### src/design/ckfd_pkg.sv
// ----------------------------------------------------------------------------
// ckfd_pkg : keypad frame decoder shared definitions
// Status and key codes, frame constants, the record passed from the frame
// assembler to the key decoder, and the key decode functions.
// ----------------------------------------------------------------------------
package ckfd_pkg;

   // frame constants
   localparam logic [7:0] HDR_BYTE  = 8'hE5;
   localparam logic [7:0] LONG_MARK = 8'h80;
   localparam logic [7:0] CSUM_XOR  = 8'hA5;
   localparam logic [3:0] SHORT_LEN = 4'd7;
   localparam logic [3:0] LONG_LEN  = 4'd9;

   // short frame command bytes
   localparam logic [7:0] CMD_SETUP   = 8'h02;
   localparam logic [7:0] CMD_REWIND  = 8'h03;
   localparam logic [7:0] CMD_ENTER   = 8'h04;
   localparam logic [7:0] CMD_FORWARD = 8'h05;
   localparam logic [7:0] CMD_PAUSE   = 8'h06;
   localparam logic [7:0] CMD_PANIC   = 8'h07;
   localparam logic [7:0] CMD_NUMBER  = 8'h18;
   localparam logic [7:0] CMD_SEQ     = 8'h20;
   localparam logic [7:0] CMD_SEARCH  = 8'h21;
   localparam logic [7:0] CMD_ARCHIVE = 8'h32;
   localparam logic [7:0] CMD_LOCK    = 8'h33;
   localparam logic [7:0] CMD_ZOOM    = 8'h34;
   localparam logic [7:0] CMD_DISPLAY = 8'h35;

   // long frame function byte for return
   localparam logic [7:0] FUNC_RETURN = 8'hA1;

   // default depth of the queue between assembler and decoder
   localparam int CKFD_QUEUE_DEPTH = 2;

   typedef enum logic [1:0] {
      STATUS_PENDING  = 2'd0,
      STATUS_ERROR    = 2'd1,
      STATUS_COMPLETE = 2'd2
   } status_type;

   typedef enum logic [4:0] {
      KEY_NONE     = 5'd0,
      KEY_SETUP    = 5'd1,
      KEY_REWIND   = 5'd2,
      KEY_ENTER    = 5'd3,
      KEY_FORWARD  = 5'd4,
      KEY_PAUSE    = 5'd5,
      KEY_PANIC    = 5'd6,
      KEY_NUMBER   = 5'd7,
      KEY_SEQUENCE = 5'd8,
      KEY_SEARCH   = 5'd9,
      KEY_ARCHIVE  = 5'd10,
      KEY_LOCK     = 5'd11,
      KEY_ZOOM     = 5'd12,
      KEY_DISPLAY  = 5'd13,
      KEY_RETURN   = 5'd14,
      KEY_RIGHT    = 5'd15,
      KEY_LEFT     = 5'd16,
      KEY_UP       = 5'd17,
      KEY_DOWN     = 5'd18
   } key_type;

   // one classified item from the assembler
   typedef struct packed {
      status_type status;
      logic       long_frame;
      logic [7:0] addr;     // byte 2
      logic [7:0] cmd;      // byte 3
      logic [7:0] arg;      // byte 5
      logic [7:0] pan;      // byte 6
      logic [7:0] tilt;     // byte 7
   } rec_type;

   function automatic key_type decode_short(input logic [7:0] cmd, input logic [7:0] sub);
      key_type key;
      case (cmd)
         CMD_SETUP:   key = KEY_SETUP;
         CMD_REWIND:  key = KEY_REWIND;
         CMD_ENTER:   key = KEY_ENTER;
         CMD_FORWARD: key = KEY_FORWARD;
         CMD_PAUSE:   key = KEY_PAUSE;
         CMD_PANIC:   key = KEY_PANIC;
         CMD_NUMBER:  key = (sub inside {[8'd1:8'd13], [8'd15:8'd17]}) ? KEY_NUMBER : KEY_NONE;
         CMD_SEQ:     key = KEY_SEQUENCE;
         CMD_SEARCH:  key = KEY_SEARCH;
         CMD_ARCHIVE: key = KEY_ARCHIVE;
         CMD_LOCK:    key = KEY_LOCK;
         CMD_ZOOM:    key = KEY_ZOOM;
         CMD_DISPLAY: key = KEY_DISPLAY;
         default:     key = KEY_NONE;
      endcase
      return key;
   endfunction

   function automatic key_type decode_long(input logic [7:0] func, input logic [7:0] pan,
                                           input logic [7:0] tilt);
      key_type key;
      if (func == FUNC_RETURN)
         key = KEY_RETURN;
      else if (pan inside {[8'h01:8'h3F]})
         key = KEY_RIGHT;
      else if (pan inside {[8'h81:8'hBF]})
         key = KEY_LEFT;
      else if (tilt inside {[8'h01:8'h3F]})
         key = KEY_UP;
      else if (tilt inside {[8'h81:8'hBF]})
         key = KEY_DOWN;
      else
         key = KEY_NONE;
      return key;
   endfunction

endpackage

### src/design/camera_keypad_frame_decoder_unit.sv
// ----------------------------------------------------------------------------
// camera_keypad_frame_decoder_unit : keypad serial frame decoder
// Path: a pushed byte is classified into a record that is held in the queue,
//   then decoded into the output register; either step can stall.
// Throughput: one byte per cycle while req_full is low; the per-byte checksum is a running 8-bit add.
// Reset: synchronous; clears byte count, frame length, queue and address.
// ----------------------------------------------------------------------------
module camera_keypad_frame_decoder_unit
   import ckfd_pkg::*;
#(
   parameter int QUEUE_DEPTH = CKFD_QUEUE_DEPTH
) (
   input  logic       clock,
   input  logic       reset,
   input  logic       req_push,
   output logic       req_full,
   input  logic [7:0] req_rx_byte,
   output logic       rsp_empty,
   input  logic       rsp_pop,
   output logic [1:0] rsp_frame_status,
   output logic [4:0] rsp_key_code,
   input  logic       csr_write_en,
   input  logic [7:0] csr_write_data
);

   logic [7:0] device_address_ff;
   logic       accept;
   logic       rec_valid;
   rec_type    front_rec;
   rec_type    back_rec;
   logic       q_empty;
   logic       q_pop;

   // device address register
   always_ff @(posedge clock) begin
      if (reset)
         device_address_ff <= 8'd0;
      else if (csr_write_en)
         device_address_ff <= csr_write_data;
   end

   assign accept = req_push && !req_full;

   ckfd_front u_front (
      .clock     (clock),
      .reset     (reset),
      .accept    (accept),
      .rx_byte   (req_rx_byte),
      .rec_valid (rec_valid),
      .rec       (front_rec)
   );

   ckfd_queue #(
      .DEPTH (QUEUE_DEPTH)
   ) u_queue (
      .clock    (clock),
      .reset    (reset),
      .push     (rec_valid),
      .push_rec (front_rec),
      .full     (req_full),
      .pop      (q_pop),
      .pop_rec  (back_rec),
      .empty    (q_empty)
   );

   ckfd_back u_back (
      .clock            (clock),
      .reset            (reset),
      .device_address   (device_address_ff),
      .q_empty          (q_empty),
      .q_rec            (back_rec),
      .q_pop            (q_pop),
      .rsp_empty        (rsp_empty),
      .rsp_pop          (rsp_pop),
      .rsp_frame_status (rsp_frame_status),
      .rsp_key_code     (rsp_key_code)
   );

endmodule

### src/design/ckfd_front.sv
// ----------------------------------------------------------------------------
// ckfd_front : frame assembler
// Counts bytes, checks the header, picks the frame length, keeps a running
// checksum and captures the bytes the key decoder needs. Emits one
// classified record per accepted byte.
// ----------------------------------------------------------------------------
module ckfd_front
   import ckfd_pkg::*;
(
   input  logic       clock,
   input  logic       reset,
   input  logic       accept,
   input  logic [7:0] rx_byte,
   output logic       rec_valid,
   output rec_type    rec
);

   logic [3:0] byte_count_ff, byte_count_in;
   logic       long_ff, long_in;
   logic [7:0] sum_ff, sum_in;
   logic [7:0] addr_ff, cmd_ff, arg_ff, pan_ff, tilt_ff;
   logic [3:0] count_next;
   logic [3:0] frame_len;
   status_type status;

   // classify the incoming byte
   always_comb begin
      count_next    = byte_count_ff + 4'd1;
      long_in       = long_ff;
      byte_count_in = byte_count_ff;
      sum_in        = sum_ff;
      status        = STATUS_PENDING;
      if (byte_count_ff == 4'd3)
         long_in = (rx_byte == LONG_MARK);
      frame_len = long_in ? LONG_LEN : SHORT_LEN;
      if (byte_count_ff == 4'd0 && rx_byte != HDR_BYTE) begin
         status        = STATUS_ERROR;
         long_in       = long_ff;
         byte_count_in = 4'd0;
         sum_in        = 8'd0;
      end else if (count_next == frame_len) begin
         status        = (rx_byte == (sum_ff ^ CSUM_XOR)) ? STATUS_COMPLETE : STATUS_ERROR;
         byte_count_in = 4'd0;
         sum_in        = 8'd0;
      end else begin
         byte_count_in = count_next;
         sum_in        = sum_ff + rx_byte;
      end
   end

   // control state
   always_ff @(posedge clock) begin
      if (reset) begin
         byte_count_ff <= 4'd0;
         long_ff       <= 1'b0;
         sum_ff        <= 8'd0;
      end else if (accept) begin
         byte_count_ff <= byte_count_in;
         long_ff       <= long_in;
         sum_ff        <= sum_in;
      end
   end

   // capture the bytes used by the key decoder
   always_ff @(posedge clock) begin
      if (accept) begin
         case (byte_count_ff)
            4'd2:    addr_ff <= rx_byte;
            4'd3:    cmd_ff  <= rx_byte;
            4'd5:    arg_ff  <= rx_byte;
            4'd6:    pan_ff  <= rx_byte;
            4'd7:    tilt_ff <= rx_byte;
            default: ;
         endcase
      end
   end

   // record toward the queue
   assign rec_valid       = accept;
   assign rec.status      = status;
   assign rec.long_frame  = long_in;
   assign rec.addr        = addr_ff;
   assign rec.cmd         = cmd_ff;
   assign rec.arg         = arg_ff;
   assign rec.pan         = pan_ff;
   assign rec.tilt        = tilt_ff;

   // frame always restarts after an error or a complete frame
   a_restart: assert property (@(posedge clock) disable iff (reset)
      accept && status != STATUS_PENDING |=> byte_count_ff == 4'd0)
      else $error("byte count not cleared after frame end");

   a_count_range: assert property (@(posedge clock) disable iff (reset)
      byte_count_ff < LONG_LEN)
      else $error("byte count ran past the long frame length");

endmodule

### src/design/ckfd_queue.sv
// ----------------------------------------------------------------------------
// ckfd_queue : record queue
// Short first-in first-out queue between the frame assembler and the key
// decoder, so that each side can stall on its own.
// ----------------------------------------------------------------------------
module ckfd_queue
   import ckfd_pkg::*;
#(
   parameter int DEPTH = CKFD_QUEUE_DEPTH
) (
   input  logic    clock,
   input  logic    reset,
   input  logic    push,
   input  rec_type push_rec,
   output logic    full,
   input  logic    pop,
   output rec_type pop_rec,
   output logic    empty
);

   localparam int PTR_W = (DEPTH > 1) ? $clog2(DEPTH) : 1;
   localparam int CNT_W = $clog2(DEPTH + 1);

   rec_type             entry_ff [DEPTH];
   logic [PTR_W-1:0]    wr_ptr_ff, wr_ptr_in;
   logic [PTR_W-1:0]    rd_ptr_ff, rd_ptr_in;
   logic [CNT_W-1:0]    cnt_ff, cnt_in;
   logic                do_push, do_pop;

   assign full    = (cnt_ff == CNT_W'(DEPTH));
   assign empty   = (cnt_ff == '0);
   assign do_push = push && !full;
   assign do_pop  = pop && !empty;
   assign pop_rec = entry_ff[rd_ptr_ff];

   // pointer and count update
   always_comb begin
      wr_ptr_in = wr_ptr_ff;
      rd_ptr_in = rd_ptr_ff;
      cnt_in    = cnt_ff;
      if (do_push)
         wr_ptr_in = (wr_ptr_ff == PTR_W'(DEPTH - 1)) ? '0 : wr_ptr_ff + PTR_W'(1);
      if (do_pop)
         rd_ptr_in = (rd_ptr_ff == PTR_W'(DEPTH - 1)) ? '0 : rd_ptr_ff + PTR_W'(1);
      if (do_push && !do_pop)
         cnt_in = cnt_ff + CNT_W'(1);
      else if (do_pop && !do_push)
         cnt_in = cnt_ff - CNT_W'(1);
   end

   always_ff @(posedge clock) begin
      if (reset) begin
         wr_ptr_ff <= '0;
         rd_ptr_ff <= '0;
         cnt_ff    <= '0;
      end else begin
         wr_ptr_ff <= wr_ptr_in;
         rd_ptr_ff <= rd_ptr_in;
         cnt_ff    <= cnt_in;
      end
   end

   // entry storage
   always_ff @(posedge clock) begin
      if (do_push)
         entry_ff[wr_ptr_ff] <= push_rec;
   end

   a_no_overflow: assert property (@(posedge clock) disable iff (reset)
      cnt_ff <= CNT_W'(DEPTH))
      else $error("queue count above depth");

   a_push_count: assert property (@(posedge clock) disable iff (reset)
      push && !full && !(pop && !empty) |=> cnt_ff == $past(cnt_ff) + CNT_W'(1))
      else $error("queue count missed a push");

endmodule

### src/design/ckfd_back.sv
// ----------------------------------------------------------------------------
// ckfd_back : key decoder
// Takes classified records from the queue, checks the device address on
// complete frames, decodes the key and holds the result in the output
// register until it is popped.
// ----------------------------------------------------------------------------
module ckfd_back
   import ckfd_pkg::*;
(
   input  logic       clock,
   input  logic       reset,
   input  logic [7:0] device_address,
   input  logic       q_empty,
   input  rec_type    q_rec,
   output logic       q_pop,
   output logic       rsp_empty,
   input  logic       rsp_pop,
   output logic [1:0] rsp_frame_status,
   output logic [4:0] rsp_key_code
);

   logic       out_valid_ff, out_valid_in;
   status_type status_ff;
   key_type    key_ff, key_in;
   logic       load;

   // load the output register whenever it is free or being taken
   assign load         = !q_empty && (!out_valid_ff || rsp_pop);
   assign q_pop        = load;
   assign out_valid_in = load || (out_valid_ff && !rsp_pop);

   // key decode
   always_comb begin
      key_in = KEY_NONE;
      if (q_rec.status == STATUS_COMPLETE && q_rec.addr == device_address) begin
         if (q_rec.long_frame)
            key_in = decode_long(q_rec.arg, q_rec.pan, q_rec.tilt);
         else
            key_in = decode_short(q_rec.cmd, q_rec.arg);
      end
   end

   always_ff @(posedge clock) begin
      if (reset)
         out_valid_ff <= 1'b0;
      else
         out_valid_ff <= out_valid_in;
   end

   always_ff @(posedge clock) begin
      if (load) begin
         status_ff <= q_rec.status;
         key_ff    <= key_in;
      end
   end

   assign rsp_empty        = !out_valid_ff;
   assign rsp_frame_status = status_ff;
   assign rsp_key_code     = key_ff;

   a_key_on_complete: assert property (@(posedge clock) disable iff (reset)
      out_valid_ff && key_ff != KEY_NONE |-> status_ff == STATUS_COMPLETE)
      else $error("key reported on a frame that is not complete");

   a_hold_stalled: assert property (@(posedge clock) disable iff (reset)
      out_valid_ff && !rsp_pop |=> out_valid_ff && $stable(key_ff) && $stable(status_ff))
      else $error("stalled result changed");

endmodule

### config.mk
export PLATFORM = sky130hd
export DESIGN_NAME = camera_keypad_frame_decoder_unit
export DESIGN_NICKNAME = d
export VERILOG_FILES = /design/src/design/ckfd_pkg.sv /design/src/design/camera_keypad_frame_decoder_unit.sv /design/src/design/ckfd_front.sv /design/src/design/ckfd_queue.sv /design/src/design/ckfd_back.sv
export SDC_FILE = /design/constraint.sdc
export NUM_CORES = 1
export LEC_CHECK = 0
export BUFFER_PORTS_ARGS = -buffer_cell sky130_fd_sc_hd__buf_2
export CORE_UTILIZATION = 43
export DETAILED_ROUTE_END_ITERATION = 10
export GPL_TIMING_DRIVEN = 0
export REMOVE_ABC_BUFFERS = 1
export SLEW_MARGIN = 20
export SYNTH_ARGS = -nofsm -noshare
export SYNTH_HDL_FRONTEND = slang
export SYNTH_SLANG_ARGS = --single-unit
### constraint.sdc
create_clock -name clock -period 3.4 [get_ports clock]
set_clock_uncertainty 0.1 [all_clocks]
set_input_delay 0.68 -clock clock [delete_from_list [all_inputs] [get_ports clock]]
set_output_delay 0.68 -clock clock [all_outputs]
set_load 0.005 [all_outputs]
==> results.ini, run 1 <==
[worst_setup_path]
reg2reg_depth=6
crit_path_end=u_back.rsp_key_code[4]$_SDFFCE_PP0P_
crit_fanout=15
crit_arrival_ps=3020
cp_data_required_time_ps=3510
cp-end-kind=flip-flop
start_kind=flip-flop
reg2reg_setup_slack_ps=490
r2r_end=u_back.rsp_key_code[4]$_SDFFCE_PP0P_
path_class=reg2reg

[synthesis]
synth_top_cells_by_area=edfxtp_1, dfxtp_1, mux2i_1
synth_cell_types=56
yosysSeqAreaShare_pct=70.1
yosysTopAreaCellShare_pct=61.8
netlist_instances=446
synth_warnings=0
yosysTopAreaCell=edfxtp_1
syn_area_mm2=0.00647
avgSynthCellArea_um2=14.5
ys_seq_elements=160
synth_edf_count=133
synthFlopType=edfxtp_1
async_flop_share_pct=0

[die]
start_util_pct=44.3
coreArea_mm2=0.0146
pin_count=30
rows=44
dieArea_mm2=0.0155
dieWidth_um=125
die_h_um=125

[timing]
setup_viol=0
rsz0062_at_grt=no
post-route-min-period_ps=2910
finalCritPeriodShare_pct=85.6
drv_slew=0
hold_viol=0
fmax_ghz=0.344
fin_setup_tns_ps=0
maxSlewHeadroom_pct=50.7
tightest_slew_ps=737

[worst_hold_path]
min_path_type=reg2reg
min_delay_path_depth=0

[drt]
firstDrtPassIters=4
drc_errors=0
wl_per_cell_um=16.7
vias=3637
detail_route.vias_per_cell=5.33
postRouteAntennaNets=0
drt_iter0_drc=216
drt-total-wl_mm=11.4

[global_route]
grt_pass1_vias=3654
grt_max_degree=34
grt_first_pass_wirelength_mm=18.8
grt_usage_pct=16.0
gr-total-overflow=0
antenna_found_initial=0

[power_and_ir_drop]
power_w=0.00504
powerDensity_mw_per_mm2=676
p_leak_nw=2.58
ir_drop_uv=346

[final_layout]
diodes=0
syn2layout_area_growth_pct=15.4
drive_gt1_share_pct=16.2
n_fill_cell=1204
final_nets=520

[clock_network]
cts_buffer_depth=2
root_buffer=clkbuf_16
postCtsHoldBufs=0
insertion_delay_ps=420
cts.sinks=160
cts_tree=built
cts.htree.levels=4
post_cts.repair.setup_buffers=0
cts_made_buffers=17
cts_resized=0
clkTransAtPathRegs_ps=60

[placed_design]
gp_congestion=0.816
dp_hpwl_mm=7.66
io_buffers=29

[run_status]
run_status=completed

[job]
cap_violations=0

==> logic make-up (layout without fill, tap and decap cells) <==
kind of cell	Yosys count	after routing	share of synthesized area [%]
flops	160	160	70.1
fa+ha+maj	13	13	2.63
compound gates	68	68	7.22
simple gates	129	129	10.7
mux	29	29	4.59
xor+xnor	21	21	2.84
buf+inv	26	79	1.86
==> Yosys cell counts (2+ instances only) <==
cell and instances:
o21ai_0 7, a21o_1 3, o221a_2 2, a31oi_1 3
xnor2_1 7, a22oi_1 8, and2_1 4, nor3_1 12
buf_6 2, edfxtp_1 133, clkbuf_1 5, xor2_1 14
nand3_1 6, nand4_1 6, mux2_2 5, a211oi_1 2
and3_1 6, nor2_1 48, buf_2 3, ha_1 12
inv_1 14, nor3b_1 2, o32ai_1 3, a32oi_1 2
nor4_1 8, o31ai_1 3, a21oi_1 24, nand4b_1 3
nand2b_1 4, mux2i_1 24, o211ai_1 2, nand2_1 16
dfxtp_1 27, nor4b_1 4
==> layout make-up <==
class                      count  area (um2)  share of cell area [%]
sequential                   160        4540                    60.8
multi-input combinational    260        1830                    24.5
clock buffer                  18         429                    5.75
timing repair buffer          33         235                    3.15
tap                          184         230                    3.08
clock inverter                14         155                    2.08
inverter                      14        52.6                   0.704
==> worst min-delay path by stage <==
stage                                 start                                 to  slack [ps]
2_1_floorplan  u_front.tilt_ff[0]$_DFFE_PP_   u_queue.entry_ff[0][0]$_DFFE_PP_         320
3_3_place_gp    u_front.cmd_ff[1]$_DFFE_PP_  u_queue.entry_ff[0][25]$_DFFE_PP_         320
3_5_place_dp    u_front.arg_ff[0]$_DFFE_PP_  u_queue.entry_ff[0][16]$_DFFE_PP_         330
4_1_cts         u_front.cmd_ff[3]$_DFFE_PP_  u_queue.entry_ff[1][27]$_DFFE_PP_         340
5_1_grt        u_front.tilt_ff[3]$_DFFE_PP_   u_queue.entry_ff[0][3]$_DFFE_PP_         350
6_report        u_front.cmd_ff[2]$_DFFE_PP_  u_queue.entry_ff[0][26]$_DFFE_PP_         340
==> stage by stage <==
stage	worst slack, ps	utilization (%)	hold slack (ps)	area (um2)	instances
floorplan	18.6	-	321	6400	434
CTS	488	51.2	343	7460	683
detailed placement	544	47.2	329	6880	651
global route	274	51.2	347	7460	683
finish	491	51.2	342	7460	683
global placement	-1310	46.4	322	6770	647
==> worst max-delay path, stage by stage, from the launching register on <==
cell,delay (ps)
dfxtp_2,650
mux2i_1,310
xor2_1,170
nand4_1,110
nor4b_1,540
nand4_1,410
a2111oi_2,410
==> power breakdown <==
part / leakage [nW] / internal (W) / switching [W]
Clock: 0.272 / 0.00109 / 0.000765
Sequential: 1.44 / 0.00232 / 0.000110
Combinational: 0.859 / 0.000307 / 0.000446
Total: 2.58 / 0.00372 / 0.00132
==> flip-flops by register name, summed over array words and instances (netlist names), 8 cells and up, named ones only <==
signal	cells
u_queue.entry_ff	86
u_front.tilt_ff	8
u_front.cmd_ff	8
u_front.arg_ff	8
u_front.pan_ff	8
u_front.sum_ff	8
u_front.addr_ff	8
device_address_ff	8
==> cells in the final DEF, fill, tap and decap left out, types with 3 or more instances in the layout <==
| master | n |
|---|---|
| xor2_1 | 14 |
| nor2_1 | 46 |
| edfxtp_1 | 133 |
| inv_1 | 14 |
| a31oi_1 | 3 |
| nor4_1 | 8 |
| a21o_1 | 3 |
| xnor2_1 | 7 |
| nand2_1 | 16 |
| o32ai_1 | 3 |
| nand4_1 | 6 |
| dfxtp_1 | 26 |
| nor3_1 | 12 |
| a21oi_1 | 24 |
| a22oi_1 | 8 |
| nand3_1 | 6 |
| and3_1 | 6 |
| buf_2 | 29 |
| clkbuf_16 | 17 |
| o21ai_0 | 7 |
| mux2i_1 | 24 |
| ha_1 | 12 |
| nand4b_1 | 3 |
| and2_1 | 4 |
| o31ai_1 | 3 |
| nand2b_1 | 4 |
| mux2_2 | 5 |
| inv_6 | 5 |
| clkinvlp_4 | 4 |
| nor4b_1 | 4 |
==> layer usage <==
layer,part of all wire [%],track usage (%),vias up,wire length (um)
met4,0.83,6.66,0,95
met3,2.9,3.78,9,328
met1,49,21.0,1785,5540
li1,-,-,1796,-
met2,48,25.7,47,5430
met5,0,0,-,0
No activity file was read; power rests on OpenSTA's default activity.
==> run 2, diff against run 1 <==
--- a/config.mk
+++ b/config.mk
@@ -6,9 +6,12 @@
 export NUM_CORES = 1
 export LEC_CHECK = 0
 export BUFFER_PORTS_ARGS = -buffer_cell sky130_fd_sc_hd__buf_2
+export CELL_PAD_IN_SITES_DETAIL_PLACEMENT = 1
+export CELL_PAD_IN_SITES_GLOBAL_PLACEMENT = 1
 export CORE_UTILIZATION = 43
 export DETAILED_ROUTE_END_ITERATION = 10
 export GPL_TIMING_DRIVEN = 0
+export PLACE_DENSITY_LB_ADDON = 0.1
 export REMOVE_ABC_BUFFERS = 1
 export SLEW_MARGIN = 20
 export SYNTH_ARGS = -nofsm -noshare
==> constraint.sdc (replaced) <==
create_clock -name clock -period 3.2 [get_ports clock]
set_clock_uncertainty 0.1 [all_clocks]
set_input_delay 0.64 -clock clock [delete_from_list [all_inputs] [get_ports clock]]
set_output_delay 0.64 -clock clock [all_outputs]
set_load 0.005 [all_outputs]
==> results.ini, run 2 (same netlist as run 1, synthesis figures left out) <==
[timing]
fmax_ghz=0.353  ; +2.7%
maxSlewHeadroom_pct=49.3  ; -1.4 points
hold_viol=0  ; unchanged
setup_viol=0  ; unchanged
layout_setup_ws_ps=368  ; -124 ps
drv_slew=0  ; unchanged
rsz0062_at_grt=no
post-route-min-period_ps=2830  ; -76.3 ps
hold_ws_ps=345  ; +2.76 ps
finalCritPeriodShare_pct=88.5  ; +3.0 points
tightest_slew_ps=759  ; +21.4 ps

[clock_network]
cts.htree.levels=4  ; unchanged
root_buffer=clkbuf_16
cts_buffer_depth=2  ; unchanged
cts_resized=0  ; unchanged
cts_made_buffers=17  ; unchanged
post_cts.repair.setup_buffers=0  ; unchanged
clkTransAtPathRegs_ps=60  ; about the same
cts_tree=built
postCtsHoldBufs=0  ; unchanged
insertion_delay_ps=420  ; about the same
cts.sinks=160  ; unchanged

[placed_design]
dp_slack_ps=318  ; -226 ps
gp_congestion=0.757  ; -7.3%
io_buffers=29  ; unchanged
placed_area_mm2=0.00689  ; +0.18%
dp_hpwl_mm=8.87  ; +16%
dp_cells=651  ; unchanged

[final_layout]
largest_register_ffs=86  ; unchanged
fin_area_mm2=0.00746  ; about the same
syn2layout_area_growth_pct=15.4  ; about the same
n_fill_cell=1406  ; +17%
diodes=0  ; unchanged
drive_gt1_share_pct=15.9  ; -0.37 points
final_cell_mix=edfxtp_1, nor2_1, buf_2
regMostFlops=u_queue.entry_ff
layout_commonest_cell=edfxtp_1
final_cells=682  ; -0.15%
final_nets=520  ; unchanged

[worst_setup_path]
cp_data_required_time_ps=3340  ; -170 ps
path_class=reg2reg
start_kind=flip-flop
cp-end-kind=flip-flop
crit_fanout=38  ; +23
crit_arrival_ps=2970  ; -50 ps
reg2reg_depth=7  ; +1
crit_path_end=u_back.rsp_key_code[4]$_SDFFCE_PP0P_
r2r_end=u_back.rsp_key_code[4]$_SDFFCE_PP0P_
reg2reg_setup_slack_ps=370  ; -120 ps

[die]
coreArea_mm2=0.0146  ; unchanged
pin_count=30  ; unchanged
start_util_pct=44.3  ; unchanged
dieArea_mm2=0.0155  ; unchanged
die_h_um=125  ; unchanged
dieWidth_um=125  ; unchanged
rows=44  ; unchanged

[drt]
detail_route.vias_per_cell=5.43  ; +2.0%
drc_errors=0  ; unchanged
firstDrtPassIters=4  ; unchanged
vias=3703  ; +1.8%
drt-total-wl_mm=13.1  ; +15%
wl_per_cell_um=19.3  ; +15%
postRouteAntennaNets=0  ; unchanged
drt_iter0_drc=255  ; +18%

[worst_hold_path]
min_delay_path_depth=0  ; unchanged
min_path_type=reg2reg
hp-start=u_front.addr_ff[3]$_DFFE_PP_

[global_route]
grt_pass1_vias=4010  ; +9.7%
busiest_layer=met2
grtUsageMet2_pct=31.1  ; +5.5 points
use_met1_pct=22.1  ; +1.1 points
grt_usage_pct=18.3  ; +2.2 points
grt_first_pass_wirelength_mm=21.1  ; +12%
grtUsageMet3_pct=4.81  ; +1.0 points
gr-total-overflow=0  ; unchanged
antenna_found_initial=0  ; unchanged
grt_max_degree=39  ; +15%

[run_status]
run_status=completed

[power_and_ir_drop]
ir_drop_uv=397  ; +15%
powerDensity_mw_per_mm2=721  ; +6.7%
p_leak_nw=2.57  ; -0.27%

[job]
cap_violations=0  ; unchanged

==> run 2: changes by cell type in the layout (fill, tap and decap cells not counted) <==
cell,delta
clkinvlp_4,+1
clkinv_1,+1
inv_6,-3
buf_16,+1
buf_8,-1
==> run 2: worst min-delay path by stage <==
stage                                   endpoint  slack, ps
3_5_place_dp    u_queue.entry_ff[0][8]$_DFFE_PP_        330
3_3_place_gp   u_queue.entry_ff[0][20]$_DFFE_PP_        320
2_1_floorplan   u_queue.entry_ff[0][0]$_DFFE_PP_        320
6_report       u_queue.entry_ff[1][35]$_DFFE_PP_        340
5_1_grt        device_address_ff[0]$_SDFFE_PP0P_        350
4_1_cts        device_address_ff[6]$_SDFFE_PP0P_        340
==> run 2: layer usage <==
metal	part of all wire [%]	routed length [um]	up-vias
met5	0	0	-
met4	1.6	213	0
met3	3.2	425	20
met2	50	6500	48
met1	46	5990	1849
li1	-	-	1786
==> run 2: final cells by class <==
| type | count | area [um2] | area share, % |
|---|---|---|---|
| sequential | 160 | 4540 | 60.8 |
| tap | 184 | 230 | 3.09 |
| multi-input combinational | 260 | 1830 | 24.5 |
| timing repair buffer | 33 | 248 | 3.32 |
| clock inverter | 13 | 140 | 1.88 |
| clock buffer | 18 | 429 | 5.75 |
| inverter | 14 | 52.6 | 0.704 |
==> run 2: worst max-delay path, stage by stage (launching register included) <==
cell and delay [ps]:
dfxtp_2 540, buf_12 260, mux2i_1 280, xor2_1 170, nand4_1 110, nor4b_1 480, nand4_1 350, a2111oi_2 340
==> run 2: power breakdown <==
group / internal [W] / switching [W] / leakage, nW
Sequential: 0.00247 / 0.000110 / 1.44
Clock: 0.00114 / 0.000808 / 0.260
Combinational: 0.000336 / 0.000510 / 0.864
Total: 0.00395 / 0.00143 / 2.57
==> run 2: per-stage QoR <==
step / power (W) / util, % / TNS [ps]
detailed placement: 0.00348 / 47.2 / 0
finish: 0.00538 / 51.1 / 0
CTS: 0.00544 / 51.1 / 0
global route: 0.00561 / 51.1 / 0
global placement: 0.00339 / 46.4 / -140800
floorplan: 0.00313 / - / -10820
